## src/sv/ged_pkg.sv

```systemverilog
// Package for the Golomb-coded EEG delta decoder.
// Holds the field widths, limits, header byte positions and small helper functions.
// It has no dependencies.
package ged_pkg;

  localparam int Channels      = 4;
  localparam int SamplesPerCh  = 16;
  localparam int MaxQuotient   = 31;
  localparam int QuotW         = $clog2(MaxQuotient + 1);
  localparam int MulCntW       = $clog2(QuotW);
  localparam int MedianW       = 6;
  localparam int MaskW         = 4;
  localparam int MagW          = QuotW + MedianW + 1;
  localparam int DeltaW        = 23;
  localparam int ChanW         = 2;
  localparam int SampleW       = 4;
  localparam int ByteW         = 8;
  localparam int BitIdxW       = 3;
  localparam int HdrCntW       = 3;
  localparam int LenW          = 16;
  localparam int RemW          = 8;
  localparam int RemLeftW      = 3;
  localparam int SkipW         = 6;
  localparam int ZeroSkipBits  = 48;

  localparam logic [HdrCntW-1:0] HdrMq0   = 3'd1;
  localparam logic [HdrCntW-1:0] HdrMq1   = 3'd2;
  localparam logic [HdrCntW-1:0] HdrMq2   = 3'd3;
  localparam logic [HdrCntW-1:0] HdrMq3   = 3'd4;
  localparam logic [HdrCntW-1:0] HdrMq4   = 3'd5;
  localparam logic [HdrCntW-1:0] HdrLenHi = 3'd6;
  localparam logic [HdrCntW-1:0] HdrLenLo = 3'd7;

  function automatic logic [RemLeftW-1:0] floor_log2(input logic [MedianW-1:0] m);
    logic [RemLeftW-1:0] b;
    b = '0;
    for (int i = 1; i < MedianW; i++) begin
      if (m[i]) begin
        b = RemLeftW'(i);
      end
    end
    return b;
  endfunction

  function automatic logic [RemW-1:0] extra_thr(input logic [MedianW-1:0] m);
    return (RemW'(2) << floor_log2(m)) - RemW'(m);
  endfunction

  function automatic logic [MaskW-1:0] mask_to_shift(input logic [MaskW-1:0] mask);
    return (mask[0] ? 4'd1 : 4'd0) + (mask[1] ? 4'd2 : 4'd0) +
           (mask[2] ? 4'd3 : 4'd0) + (mask[3] ? 4'd4 : 4'd0);
  endfunction

endpackage

```

## src/sv/ged_in_if.sv

```systemverilog
// Input channel of the decoder: one packet byte per item.
// Depends on ged_pkg for the byte width.
interface ged_in_if import ged_pkg::*; ();
  logic             valid;
  logic             ready;
  logic [ByteW-1:0] packet_byte;
  logic             packet_end;

  modport source (output valid, output packet_byte, output packet_end, input ready);
  modport sink   (input valid, input packet_byte, input packet_end, output ready);
endinterface

```

## src/sv/ged_out_if.sv

```systemverilog
// Output channel of the decoder: one decoded delta per item.
// Depends on ged_pkg for the field widths.
interface ged_out_if import ged_pkg::*; ();
  logic                     valid;
  logic                     ready;
  logic signed [DeltaW-1:0] delta_value;
  logic [ChanW-1:0]         channel_index;
  logic [SampleW-1:0]       sample_index;
  logic                     last_delta;
  logic                     length_mismatch;
  logic                     quotient_clipped;

  modport source (output valid, output delta_value, output channel_index,
                  output sample_index, output last_delta, output length_mismatch,
                  output quotient_clipped, input ready);
  modport sink   (input valid, input delta_value, input channel_index,
                  input sample_index, input last_delta, input length_mismatch,
                  input quotient_clipped, output ready);
endinterface

```

## src/sv/golomb_eeg_delta_decoder_core.sv

```systemverilog
// Golomb-coded EEG delta decoder core. Each input item is one packet byte; bytes 0 to 7 form the
// header (type, medians, quantization masks, expected bit length) and are stored as they are
// accepted. Every later byte is accepted and then decoded bit-serially, and the deltas it
// completes add steps of their own: a Golomb-coded delta runs a shift-add multiply of quotient
// by median on one shared adder, then loads the output register; the end of a zero-median skip
// emits one zero delta per sample; a delta or skip that closes any channel but the last passes
// through a start state to begin the next channel; and an output stall holds the block while it
// waits to load the output register. The block takes no new byte while one is being decoded. A
// finished delta sits in an output register until taken. After the byte flagged as packet end the
// header and decoding state returns to its reset value. Depends on ged_pkg, ged_in_if and ged_out_if.
module golomb_eeg_delta_decoder_core import ged_pkg::*; (
  input  logic      clk_i,
  input  logic      rst_ni,
  ged_in_if.sink    in_i,
  ged_out_if.source out_o
);

  typedef enum logic [2:0] {
    PH_HEADER, PH_QUOT, PH_REM, PH_EXTRA, PH_SIGN, PH_SKIP, PH_DONE
  } phase_e;

  typedef enum logic [2:0] {
    ST_IDLE, ST_BIT, ST_MUL, ST_EMIT, ST_ZERO, ST_START
  } state_e;

  state_e               state_q;
  phase_e               phase_q;
  logic [ByteW-1:0]     byte_q;
  logic                 end_q;
  logic [BitIdxW-1:0]   bit_idx_q;
  logic [HdrCntW-1:0]   hdr_cnt_q;
  logic [MedianW-1:0]   med_q [Channels];
  logic [MaskW-1:0]     shf_q [Channels];
  logic [LenW-1:0]      exp_q;
  logic [LenW-1:0]      cons_q;
  logic [ChanW-1:0]     ch_q;
  logic [SampleW-1:0]   sample_q;
  logic [QuotW-1:0]     quot_q;
  logic [RemW-1:0]      rem_q;
  logic [RemLeftW-1:0]  rem_left_q;
  logic [SkipW-1:0]     skip_q;
  logic [MagW-1:0]      acc_q;
  logic [MulCntW-1:0]   mul_cnt_q;
  logic                 sign_q;
  logic                 clip_q;

  logic                     out_valid_q;
  logic signed [DeltaW-1:0] out_delta_q;
  logic [ChanW-1:0]         out_ch_q;
  logic [SampleW-1:0]       out_sample_q;
  logic                     out_last_q;
  logic                     out_mis_q;
  logic                     out_clip_q;

  logic                in_acc;
  logic                out_free;
  logic                cur_bit;
  logic                last_bit;
  logic [MedianW-1:0]  med_cur;
  logic [MaskW-1:0]    shf_cur;
  logic [RemW-1:0]     thr_cur;
  logic [RemW-1:0]     rem_shift;
  logic [SkipW-1:0]    skip_next;
  logic [RemLeftW-1:0] rem_left_next;
  logic                sample_last;
  logic                ch_last;
  logic                delta_last;
  logic                mismatch;
  logic [DeltaW-1:0]   mag_shifted;
  logic                step_done;
  logic                clear_all;

  assign in_i.ready = (state_q == ST_IDLE);
  assign in_acc     = in_i.valid && in_i.ready;
  assign out_free   = !out_valid_q || out_o.ready;

  assign cur_bit       = byte_q[bit_idx_q];
  assign last_bit      = (bit_idx_q == '0);
  assign med_cur       = med_q[ch_q];
  assign shf_cur       = shf_q[ch_q];
  assign thr_cur       = extra_thr(med_cur);
  assign rem_shift     = {rem_q[RemW-2:0], cur_bit};
  assign skip_next     = (skip_q != '0) ? skip_q - 1'b1 : '0;
  assign rem_left_next = (rem_left_q != '0) ? rem_left_q - 1'b1 : '0;
  assign sample_last   = (sample_q == SampleW'(SamplesPerCh - 1));
  assign ch_last       = (ch_q == ChanW'(Channels - 1));
  assign delta_last    = sample_last && ch_last;
  assign mismatch      = delta_last && (cons_q != exp_q);
  assign mag_shifted   = DeltaW'(acc_q) << shf_cur;

  always_comb begin
    step_done = 1'b0;
    case (state_q)
      ST_BIT:   step_done = (phase_q != PH_SIGN) &&
                            !(phase_q == PH_SKIP && skip_next == '0);
      ST_EMIT:  step_done = out_free && !(sample_last && !ch_last);
      ST_ZERO:  step_done = out_free && delta_last;
      ST_START: step_done = 1'b1;
      default:  step_done = 1'b0;
    endcase
  end

  assign clear_all = (step_done && last_bit && end_q) ||
                     (in_acc && phase_q == PH_HEADER && in_i.packet_end);

  always_ff @(posedge clk_i or negedge rst_ni) begin
    if (!rst_ni) begin
      state_q     <= ST_IDLE;
      phase_q     <= PH_HEADER;
      end_q       <= 1'b0;
      bit_idx_q   <= '0;
      hdr_cnt_q   <= '0;
      exp_q       <= '0;
      cons_q      <= '0;
      ch_q        <= '0;
      sample_q    <= '0;
      quot_q      <= '0;
      rem_q       <= '0;
      rem_left_q  <= '0;
      skip_q      <= '0;
      mul_cnt_q   <= '0;
      out_valid_q <= 1'b0;
      for (int i = 0; i < Channels; i++) begin
        med_q[i] <= '0;
        shf_q[i] <= '0;
      end
    end else begin
      if (out_o.ready) begin
        out_valid_q <= 1'b0;
      end

      case (state_q)
        ST_IDLE: begin
          if (in_acc) begin
            byte_q <= in_i.packet_byte;
            end_q  <= in_i.packet_end;
            if (phase_q == PH_HEADER) begin
              hdr_cnt_q <= hdr_cnt_q + 1'b1;
              case (hdr_cnt_q)
                HdrMq0: begin
                  med_q[0] <= in_i.packet_byte[5:0];
                  shf_q[0] <= {2'b00, in_i.packet_byte[7:6]};
                end
                HdrMq1: begin
                  shf_q[0] <= {in_i.packet_byte[1:0], shf_q[0][1:0]};
                  med_q[1] <= in_i.packet_byte[7:2];
                end
                HdrMq2: begin
                  shf_q[1] <= in_i.packet_byte[3:0];
                  med_q[2] <= {2'b00, in_i.packet_byte[7:4]};
                end
                HdrMq3: begin
                  med_q[2] <= {in_i.packet_byte[1:0], med_q[2][3:0]};
                  shf_q[2] <= in_i.packet_byte[5:2];
                  med_q[3] <= {4'b0000, in_i.packet_byte[7:6]};
                end
                HdrMq4: begin
                  med_q[3] <= {in_i.packet_byte[3:0], med_q[3][1:0]};
                  shf_q[0] <= mask_to_shift(shf_q[0]);
                  shf_q[1] <= mask_to_shift(shf_q[1]);
                  shf_q[2] <= mask_to_shift(shf_q[2]);
                  shf_q[3] <= mask_to_shift(in_i.packet_byte[7:4]);
                end
                HdrLenHi: begin
                  exp_q <= {in_i.packet_byte, 8'h00};
                end
                HdrLenLo: begin
                  exp_q      <= {exp_q[LenW-1:ByteW], in_i.packet_byte};
                  cons_q     <= '0;
                  ch_q       <= '0;
                  sample_q   <= '0;
                  quot_q     <= '0;
                  rem_q      <= '0;
                  rem_left_q <= '0;
                  if (med_q[0] == '0) begin
                    phase_q <= PH_SKIP;
                    skip_q  <= SkipW'(ZeroSkipBits);
                  end else begin
                    phase_q <= PH_QUOT;
                  end
                end
                default: begin
                end
              endcase
            end else begin
              bit_idx_q <= BitIdxW'(ByteW - 1);
              state_q   <= ST_BIT;
            end
          end
        end

        ST_BIT: begin
          if (phase_q != PH_HEADER && phase_q != PH_DONE && cons_q != '1) begin
            cons_q <= cons_q + 1'b1;
          end
          case (phase_q)
            PH_SKIP: begin
              skip_q <= skip_next;
              if (skip_next == '0) begin
                state_q <= ST_ZERO;
              end
            end
            PH_QUOT: begin
              if (cur_bit) begin
                if (quot_q < QuotW'(MaxQuotient)) begin
                  quot_q <= quot_q + 1'b1;
                end
              end else begin
                rem_q      <= '0;
                rem_left_q <= (med_cur == MedianW'(1)) ? RemLeftW'(1) : floor_log2(med_cur);
                phase_q    <= PH_REM;
              end
            end
            PH_REM: begin
              rem_q      <= rem_shift;
              rem_left_q <= rem_left_next;
              if (rem_left_next == '0) begin
                phase_q <= (rem_shift >= thr_cur) ? PH_EXTRA : PH_SIGN;
              end
            end
            PH_EXTRA: begin
              rem_q   <= rem_shift - thr_cur;
              phase_q <= PH_SIGN;
            end
            PH_SIGN: begin
              sign_q    <= cur_bit;
              clip_q    <= (quot_q >= QuotW'(MaxQuotient));
              acc_q     <= MagW'(rem_q);
              mul_cnt_q <= '0;
              state_q   <= ST_MUL;
            end
            default: begin
            end
          endcase
        end

        ST_MUL: begin
          if (quot_q[mul_cnt_q]) begin
            acc_q <= acc_q + (MagW'(med_cur) << mul_cnt_q);
          end
          mul_cnt_q <= mul_cnt_q + 1'b1;
          if (mul_cnt_q == MulCntW'(QuotW - 1)) begin
            state_q <= ST_EMIT;
          end
        end

        ST_EMIT: begin
          if (out_free) begin
            out_valid_q  <= 1'b1;
            out_delta_q  <= sign_q ? signed'(-mag_shifted) : signed'(mag_shifted);
            out_ch_q     <= ch_q;
            out_sample_q <= sample_q;
            out_last_q   <= delta_last;
            out_mis_q    <= mismatch;
            out_clip_q   <= clip_q;
            quot_q       <= '0;
            rem_q        <= '0;
            if (sample_last) begin
              sample_q <= '0;
              if (ch_last) begin
                phase_q <= PH_DONE;
              end else begin
                ch_q    <= ch_q + 1'b1;
                state_q <= ST_START;
              end
            end else begin
              sample_q <= sample_q + 1'b1;
              phase_q  <= PH_QUOT;
            end
          end
        end

        ST_ZERO: begin
          if (out_free) begin
            out_valid_q  <= 1'b1;
            out_delta_q  <= '0;
            out_ch_q     <= ch_q;
            out_sample_q <= sample_q;
            out_last_q   <= delta_last;
            out_mis_q    <= mismatch;
            out_clip_q   <= 1'b0;
            if (sample_last) begin
              sample_q <= '0;
              if (ch_last) begin
                phase_q <= PH_DONE;
              end else begin
                ch_q    <= ch_q + 1'b1;
                state_q <= ST_START;
              end
            end else begin
              sample_q <= sample_q + 1'b1;
            end
          end
        end

        ST_START: begin
          quot_q     <= '0;
          rem_q      <= '0;
          rem_left_q <= '0;
          if (med_cur == '0) begin
            phase_q <= PH_SKIP;
            skip_q  <= SkipW'(ZeroSkipBits);
          end else begin
            phase_q <= PH_QUOT;
          end
        end

        default: begin
          state_q <= ST_IDLE;
        end
      endcase

      if (step_done) begin
        if (last_bit) begin
          state_q <= ST_IDLE;
        end else begin
          bit_idx_q <= bit_idx_q - 1'b1;
          state_q   <= ST_BIT;
        end
      end

      if (clear_all) begin
        phase_q    <= PH_HEADER;
        hdr_cnt_q  <= '0;
        exp_q      <= '0;
        cons_q     <= '0;
        ch_q       <= '0;
        sample_q   <= '0;
        quot_q     <= '0;
        rem_q      <= '0;
        rem_left_q <= '0;
        skip_q     <= '0;
        for (int i = 0; i < Channels; i++) begin
          med_q[i] <= '0;
          shf_q[i] <= '0;
        end
      end
    end
  end

  assign out_o.valid            = out_valid_q;
  assign out_o.delta_value      = out_delta_q;
  assign out_o.channel_index    = out_ch_q;
  assign out_o.sample_index     = out_sample_q;
  assign out_o.last_delta       = out_last_q;
  assign out_o.length_mismatch  = out_mis_q;
  assign out_o.quotient_clipped = out_clip_q;

  a_mul_cnt_range: assert property (@(posedge clk_i) disable iff (!rst_ni)
    state_q == ST_MUL |-> mul_cnt_q <= MulCntW'(QuotW - 1))
    else $error("Multiply step count ran past the quotient width.");

  a_quot_sat: assert property (@(posedge clk_i) disable iff (!rst_ni)
    quot_q <= QuotW'(MaxQuotient))
    else $error("Quotient count exceeded its saturation limit.");

  a_mismatch_on_last: assert property (@(posedge clk_i) disable iff (!rst_ni)
    out_o.valid && out_o.length_mismatch |-> out_o.last_delta)
    else $error("Length mismatch flagged on an item that is not the last delta.");

  a_last_position: assert property (@(posedge clk_i) disable iff (!rst_ni)
    out_o.valid && out_o.last_delta |->
      out_o.channel_index == ChanW'(Channels - 1) &&
      out_o.sample_index == SampleW'(SamplesPerCh - 1))
    else $error("Last delta flagged away from the final channel and sample.");

  a_bit_start: assert property (@(posedge clk_i) disable iff (!rst_ni)
    in_acc && phase_q != PH_HEADER |=> state_q == ST_BIT && bit_idx_q == BitIdxW'(ByteW - 1))
    else $error("Bitstream byte accepted without starting the bit sequencer.");

endmodule

```

## src/flat_wrapper.sv

```systemverilog
// flat-port wrapper written by rule: the top's interface ports become plain ports
module golomb_eeg_delta_decoder_core_flat import ged_pkg::*;
  (clk_i, rst_ni, in_i_valid, in_i_packet_byte, in_i_packet_end, in_i_ready, out_o_valid, out_o_delta_value, out_o_channel_index, out_o_sample_index, out_o_last_delta, out_o_length_mismatch, out_o_quotient_clipped, out_o_ready);
  ged_in_if in_i_i ();
  ged_out_if out_o_i ();
  input  logic clk_i;
  input  logic rst_ni;
  input wire logic [$bits(in_i_i.valid)-1:0] in_i_valid;
  input wire logic [$bits(in_i_i.packet_byte)-1:0] in_i_packet_byte;
  input wire logic [$bits(in_i_i.packet_end)-1:0] in_i_packet_end;
  output wire logic [$bits(in_i_i.ready)-1:0] in_i_ready;
  output wire logic [$bits(out_o_i.valid)-1:0] out_o_valid;
  output wire logic [$bits(out_o_i.delta_value)-1:0] out_o_delta_value;
  output wire logic [$bits(out_o_i.channel_index)-1:0] out_o_channel_index;
  output wire logic [$bits(out_o_i.sample_index)-1:0] out_o_sample_index;
  output wire logic [$bits(out_o_i.last_delta)-1:0] out_o_last_delta;
  output wire logic [$bits(out_o_i.length_mismatch)-1:0] out_o_length_mismatch;
  output wire logic [$bits(out_o_i.quotient_clipped)-1:0] out_o_quotient_clipped;
  input wire logic [$bits(out_o_i.ready)-1:0] out_o_ready;
  assign in_i_i.valid = in_i_valid;
  assign in_i_i.packet_byte = in_i_packet_byte;
  assign in_i_i.packet_end = in_i_packet_end;
  assign in_i_ready = in_i_i.ready;
  assign out_o_valid = out_o_i.valid;
  assign out_o_delta_value = out_o_i.delta_value;
  assign out_o_channel_index = out_o_i.channel_index;
  assign out_o_sample_index = out_o_i.sample_index;
  assign out_o_last_delta = out_o_i.last_delta;
  assign out_o_length_mismatch = out_o_i.length_mismatch;
  assign out_o_quotient_clipped = out_o_i.quotient_clipped;
  assign out_o_i.ready = out_o_ready;
  golomb_eeg_delta_decoder_core u_core (.clk_i(clk_i), .rst_ni(rst_ni), .in_i(in_i_i), .out_o(out_o_i));
endmodule
```

## config.mk

```make
export PLATFORM = sky130hd
export DESIGN_NAME = golomb_eeg_delta_decoder_core_flat
export DESIGN_NICKNAME = d
export VERILOG_FILES = /design/src/sv/ged_pkg.sv /design/src/sv/ged_in_if.sv /design/src/sv/ged_out_if.sv /design/src/sv/golomb_eeg_delta_decoder_core.sv /design/src/flat_wrapper.sv
export SDC_FILE = /design/constraint.sdc
export NUM_CORES = 1
export LEC_CHECK = 0
export BUFFER_PORTS_ARGS = -buffer_cell sky130_fd_sc_hd__clkbuf_2
export CAP_MARGIN = 15
export CORE_ASPECT_RATIO = 1.25
export CORE_UTILIZATION = 55
export DETAILED_ROUTE_END_ITERATION = 6
export GPL_ROUTABILITY_DRIVEN = 0
export PLACE_DENSITY = 0.72
export SKIP_CTS_REPAIR_TIMING = 1
export SLEW_MARGIN = 40
export SYNTH_ARGS = -nofsm -noshare
export SYNTH_HDL_FRONTEND = slang
export SYNTH_SLANG_ARGS = --single-unit
```

## constraint.sdc

```tcl
create_clock -name clk_i -period 4.8 [get_ports clk_i]
set_input_delay 0.24 -clock clk_i [delete_from_list [all_inputs] [get_ports clk_i]]
set_output_delay 0.24 -clock clk_i [all_outputs]
set_load 0.03 [all_outputs]
```

Yosys cells after proc, flatten, opt, wreduce, memory -nomap -nowiden
Index checks and enable logic that the tools add are counted.

storage, ports and cells
  flip-flop bits (word level) = 171
  bits of input ports = 13
  output and inout bits = 34
  logic and storage cells = 376

cells by class
  $add $sub $neg = 25
  order comparisons = 6
  eq/ne operators = 62
  shift-type cells = 3
  muxes and demuxes = 160
  bitwise logic cells = 1
  reductions and logical operators = 82

operators with widths
  cell                                                                      count
  16-bit two-way mux                                                        13
  3-bit two-way mux                                                         45
  24-bit two-way mux                                                        4
  6-bit two-way mux                                                         12
  23-bit two-way mux                                                        3
  16-bit one-hot mux with 2 select lines                                    2
  4-bit adder                                                               12
  8-bit two-way mux                                                         6
  23-bit one-hot mux with 2 select lines                                    1
  5-bit two-way mux                                                         8
  4-bit AND reduction                                                       10
  3-bit by 1-bit inequality test with 1-bit output (second input constant)  13
  4-bit two-way mux                                                         9
  2-bit two-way mux                                                         17
  8-bit one-hot mux with 4 select lines                                     1
  3-bit inequality test (second input constant)                             10
  3-bit one-hot mux with 5 select lines                                     2
  5-bit AND reduction                                                       6
  3-bit == test (second input constant)                                     9
  3-bit nonzero test                                                        9
  12-bit two-way mux                                                        2
  12-bit one-hot mux with 2 select lines                                    1
  4-bit one-hot mux with 2 select lines                                     3
  6-bit one-hot mux with 2 select lines                                     2
  other kinds (64)                                                          139

Depth between registers and ports, before layout
  word-level depth = 17
  depth in mapped cells = 20
  depth with buffers taken out = 18

Worst setup path before layout
OpenSTA, ideal clock, no wires.

  path type = register -> register
  start point = register u_core.ch_q[0]
  end point = register u_core.phase_q[1]
  library setup time = 0.125 ns
  arrival time = 3.823 ns
  data required time = 4.675 ns
  setup slack = 0.852 ns
  cell stages (with the launch flop) = 18
  path buffers = 2
  clock period less this slack = 3.948 ns
  cells stage by stage = dfrtp_1 -> buf_6 -> buf_2 -> mux4_2 -> nor2_1 -> nand3_1 -> fa_1 -> xor2_1 -> ha_1 -> nor2b_1 -> o21ai_0 -> a21oi_1 -> o21ai_0 -> a31oi_1 -> nor2_1 -> o2111ai_1 -> and3_1 -> mux2_2

on the way
  longest elaborated chain between the ends = 17
  elaborated cells between the ends (all ways) = 44
  classes of those cells = add/sub (1); order compare (1); eq/ne (10); shift (1); mux (19); bitwise (1); reduce/logical (11)

ends and longest elaborated chain
  item                                                    line                                  source
  start, declared                                         golomb_eeg_delta_decoder_core.sv:36   logic [ChanW-1:0] ch_q;
  start signal, assigned                                  golomb_eeg_delta_decoder_core.sv:263  ch_q <= ch_q + 1'b1;
  start signal, assigned                                  golomb_eeg_delta_decoder_core.sv:287  ch_q <= ch_q + 1'b1;
  2-bit inverter with 3-bit output (not written as such)  golomb_eeg_delta_decoder_core.sv:79   assign med_cur = med_q[ch_q];
  6-bit binary-select mux with 2-bit select               golomb_eeg_delta_decoder_core.sv:79
  6-bit two-way mux (not written as such) (2 in a row)    golomb_eeg_delta_decoder_core.sv:79
  1-bit two-way mux                                       ged_pkg.sv:38                         if (m[i]) begin
  2-bit two-way mux (2 in a row)                          -
  3-bit two-way mux (2 in a row)                          -
  2-bit by 3-bit << shifter with 8-bit output             ged_pkg.sv:46                         return (RemW'(2) << floor_log2(m)) - RemW'(m);
  8-bit by 6-bit subtractor with 8-bit output             ged_pkg.sv:46
  8-bit >= comparator                                     golomb_eeg_delta_decoder_core.sv:218  phase_q <= (rem_shift >= thr_cur) ? PH_EXTRA : PH_SIGN;
  3-bit two-way mux                                       golomb_eeg_delta_decoder_core.sv:218
  3-bit two-way mux                                       golomb_eeg_delta_decoder_core.sv:217  if (rem_left_next == '0) begin
  3-bit one-hot mux with 3 select lines                   golomb_eeg_delta_decoder_core.sv:196  case (phase_q)
  3-bit one-hot mux with 5 select lines                   golomb_eeg_delta_decoder_core.sv:132  case (state_q)
  3-bit two-way mux                                       golomb_eeg_delta_decoder_core.sv:322  if (clear_all) begin
  end signal, assigned                                    golomb_eeg_delta_decoder_core.sv:218
  end, declared                                           golomb_eeg_delta_decoder_core.sv:27   phase_e phase_q;

Parallel ways exist; a longest one is shown, timed or not. The select of a mux whose other input is x is not followed.
A chain may end at the register's enable or synchronous reset.

Worst setup path after layout
Same ends and word-level chain as after synthesis.

==> results list <==
* Synthesis Warnings: 0
- The first global-routing pass estimated around 47000 um of wire.
* Arrival time of data at the critical path endpoint: around 4700 ps
* Height of the chip: 164 um
- The share of total power dissipated in combinational logic is 0.554.
- The flow ran to the end, and the final reports show no timing, DRC or antenna violations.
* Clock root buffer master: sky130_fd_sc_hd__clkbuf_16
- Synthesized cell area: 11600 um^2
* Async S/R FF share, synth: 0.684
* Number of inserted diodes: 0
- Of the post-synthesis cell area, the dominant cell type holds 0.253.
- Core Region: between 20000 and 25000 um^2
- The tree built by TritonCTS fans out to around 170 sinks.
- The signal on the critical path passes through mux4_1 > nor2_1 > nand3_1 > fa_1 > xor2_1 > ha_1 > nor2b_1 > o21ai_0 > a21oi_1 > o21ai_0 > a31oi_1 > nor2_1 > o2111ai_1 > and3_1 > mux2_2.
- Number of global-route vias before repair: slightly above 9000
* Biggest area contributors in the synthesized netlist: sky130_fd_sc_hd__dfrtp_1, sky130_fd_sc_hd__edfxtp_1, sky130_fd_sc_hd__ha_1
* Proportion of layout cells with a drive suffix above 1: 0.123
* Largest driver fanout on the critical path: 7
* WL per Instance: around 19 um
- Post-synth net total: about 1300
- Across the routed clock network, the largest skew measured is between 10 and 15 ps.
* Internal Power: ~4600 uW
* Count of endpoints failing setup in the final report: 0
- Layout overhead on the synthesized area: 9.67%
- From left edge to right edge, the die measures 132 um.
* Crit path capture type: flop
- Number of buffers and inverters on the critical path: 0
* Global-route usage over all layers: 0.283
* Vias per cell: ~6
- During I/O placement, the number of pins put on the boundary was 47.
- Leading register cell type out of synthesis: sky130_fd_sc_hd__dfrtp_1
* Worst hold slack: approximately 59 ps
- After global routing the overflow that remains totals 0.
- By startpoint and endpoint, the worst setup path is classified as reg -> reg.
* Starting Density: 0.559
* Clk Latency, worst-skew pair: about 440 ps
* Clock power frac: 0.163
- Initial antenna violation count: 0
* Upper clock frequency limit: 227 MHz
- Of the total power, the share spent switching nets is 0.455.
- Synthesis inferred 171 register bits.
- Most frequent cells after synthesis: sky130_fd_sc_hd__nor2_1, sky130_fd_sc_hd__nand2_1, sky130_fd_sc_hd__dfrtp_1
- Least setup slack across all paths after layout: roughly 400 ps
- The final max-slew violation count is 0.
- Entering global routing, the biggest net connects 65 pins.
- For the worst setup path, the data required time is about 5100 ps.
- Post-DRT Antenna Nets: 0
- After clock tree synthesis, the clock-pin slew on the worst setup and hold paths is ~70 ps.
- Setup repair after global routing left no endpoint under its margin.
* Power density normalized to cell area: around 660 nW/um^2
- Startpoint type of the worst setup path: flop
- The clock passes through at most 2 buffers.
* Number of CTS-inserted buffers: 17
- Summed over all nets, the half-perimeter wirelength after detailed placement is 21900 um.
- Detailed-route via count: around 9600
* Biggest area consumer among synthesized cells: sky130_fd_sc_hd__dfrtp_1
- Final net count: 1356
* Final cycle utilization of the critical path: 0.917
* Net switching power of the design: about 3800 uW
- Sequential cell fraction of total power: 0.283
- The most common cell in the synthesized netlist is sky130_fd_sc_hd__nor2_1.
* Average instance area after synthesis: 9.28 um^2
- DRC Markers: 0
- For this run, the share of the core covered by cells in the final layout is 0.613.
* Reg2Reg Depth: 15
- IR analysis of the VDD net gives a maximum drop of ~0.43 mV.
- Input and output buffers added on the ports amount to 46.
- Max-cap viol count: 0
* Number of cells on the worst hold path: 3
* Fillers: 1777
- After routing, the total negative slack on setup checks comes to 0 ps.
- At the pin with the least slew margin, the transition time is approximately 840 ps.
- The H-tree generated during clock tree synthesis spans 4 levels.
* DRT Pass-1 Iters: 5
- For this design, the slowest cell found on the critical path is sky130_fd_sc_hd__mux4_1.
- Minimum period implied by the final worst setup slack: 4400 ps
- DIE AREA: 21700 um^2
- Distinct cells, synth: 73
- Sequential-to-total area share from yosys stat: 0.392
- The critical path crosses 15 cells after its start point.
* Hold Fails Final Rpt: 0
- Placement Setup Slack: just under 500 ps
* Wirelength, routed: 29700 um
- In this design, the stage delay of the slowest critical-path cell is slightly above 700 ps.
* Synthesized instance count: around 1200
* Tightest slew margin relative to the limit: 0.439
- Broken down by cell family, the worst path's largest delay share belongs to multiplexers.
* Number of DRC markers after the initial detailed-route iteration: 748
- TritonCTS clock tree: built
- Row generation in the floorplan step produced slightly below 60 rows.
- For this design the static power due to leakage is 0.00567 uW.
- Hold crit path type: in -> reg
- Post-synth EDFFs: 54
-- path summary, 6_finish.rpt --
path	from	end	slack, ps
min in group asynchronous	rst_ni	u_core.shf_q[4]$_DFFE_PN0P_	430
setup / recovery	u_core.ch_q[0]$_DFFE_PN0P_	u_core.phase_q[1]$_DFFE_PN0P_	400
setup reg to reg	u_core.ch_q[0]$_DFFE_PN0P_	u_core.phase_q[1]$_DFFE_PN0P_	400
hold reg to reg	u_core.med_q[6]$_DFFE_PN0P_	u_core.med_q[6]$_DFFE_PN0P_	510
max in group asynchronous	rst_ni	u_core.rem_q[2]$_DFFE_PN0P_	3310
hold / removal	in_i_packet_end	u_core.end_q$_DFFE_PN0P_	60
-- per-layer routing --
layer  track usage  up-vias  routed length (um)
li1              -     4549                   -
met1         0.352     4664               12400
met2         0.497      312               14900
met3        0.0324       61                1390
met4         0.126        0                1030
met5             0        -                   0
-- worst reg2reg max path: cells and delay by family, from the launching register on --
family	cells	cell delay, ps
multiplexers	2	960
AND/OR/NAND/NOR	5	950
XOR/XNOR	1	180
adder cells (fa/ha/maj)	2	780
AO/OA/AOI/OAI	5	860
flip-flops	1	550
-- state kept, by name (all words and copies together), names as in the netlist, 2 cells and up --
signal                      flops
u_core.med_q                   24
u_core.out_o.delta_value       23
u_core.cons_q                  16
u_core.exp_q                   16
u_core.shf_q                   16
u_core.acc_q                   12
u_core.byte_q                   8
u_core.rem_q                    8
u_core.skip_q                   6
u_core.quot_q                   5
u_core.out_o.sample_index       4
u_core.sample_q                 4
u_core.bit_idx_q                3
u_core.hdr_cnt_q                3
u_core.mul_cnt_q                3
u_core.phase_q                  3
u_core.rem_left_q               3
u_core.state_q                  3
u_core.ch_q                     2
u_core.out_o.channel_index      2
-- final cells by class --
class | instances | area (um^2) | area share
multi-input combinational | 952 | 6540 | 0.514
timing repair buffer | 72 | 434 | 0.0341
tap | 274 | 343 | 0.0270
sequential | 171 | 4550 | 0.358
clock inverter | 15 | 169 | 0.0133
clock buffer | 17 | 425 | 0.0335
inverter | 69 | 259 | 0.0204
-- cells in the final DEF, fill, tap and decap left out, types with 32 or more instances in the layout --
cell type / synthesis / final
sky130_fd_sc_hd__nor2_1: 136 / 136
sky130_fd_sc_hd__nand2_1: 122 / 122
sky130_fd_sc_hd__dfrtp_1: 117 / 117
sky130_fd_sc_hd__o21ai_0: 97 / 97
sky130_fd_sc_hd__inv_1: 67 / 67
sky130_fd_sc_hd__a21oi_1: 59 / 59
sky130_fd_sc_hd__edfxtp_1: 54 / 54
sky130_fd_sc_hd__ha_1: 53 / 53
sky130_fd_sc_hd__mux2i_1: 48 / 47
sky130_fd_sc_hd__clkbuf_2: 0 / 45
sky130_fd_sc_hd__xnor2_1: 40 / 40
sky130_fd_sc_hd__xor2_1: 32 / 32
-- logic make-up (layout without fill, tap and decap cells) --
kind of cell               count (synthesis)  count (layout)  synth area share
and+or+nand+nor                          439             439             0.179
AOI/OAI and AO/OA                        295             295             0.166
DFF                                      171             171             0.392
buffers and inverters                    126             173            0.0447
muxes                                     86              86            0.0939
xor gates and xnor gates                  72              72            0.0544
adders and majority gates                 60              60            0.0693
-- power by group through the flow --
stage                     logic (uW)  clock network (uW)  registers (uW)
final                           4680                1370            2390
after floorplan                 3640                   0            2280
after global routing            5170                1450            2430
after global placement          4480                   0            2390
after detailed placement        4610                   0            2400
after CTS                       4650                1390            2370
-- metrics by stage --
step | area [um^2] | total power (uW) | cells
floorplan | 11600 | 5910 | 1249
global placement | 12100 | 6870 | 1537
detailed placement | 12100 | 7010 | 1537
CTS | 12700 | 8410 | 1569
global route | 12700 | 9050 | 1570
finish | 12700 | 8440 | 1570
(Power assumes the default switching activity.)
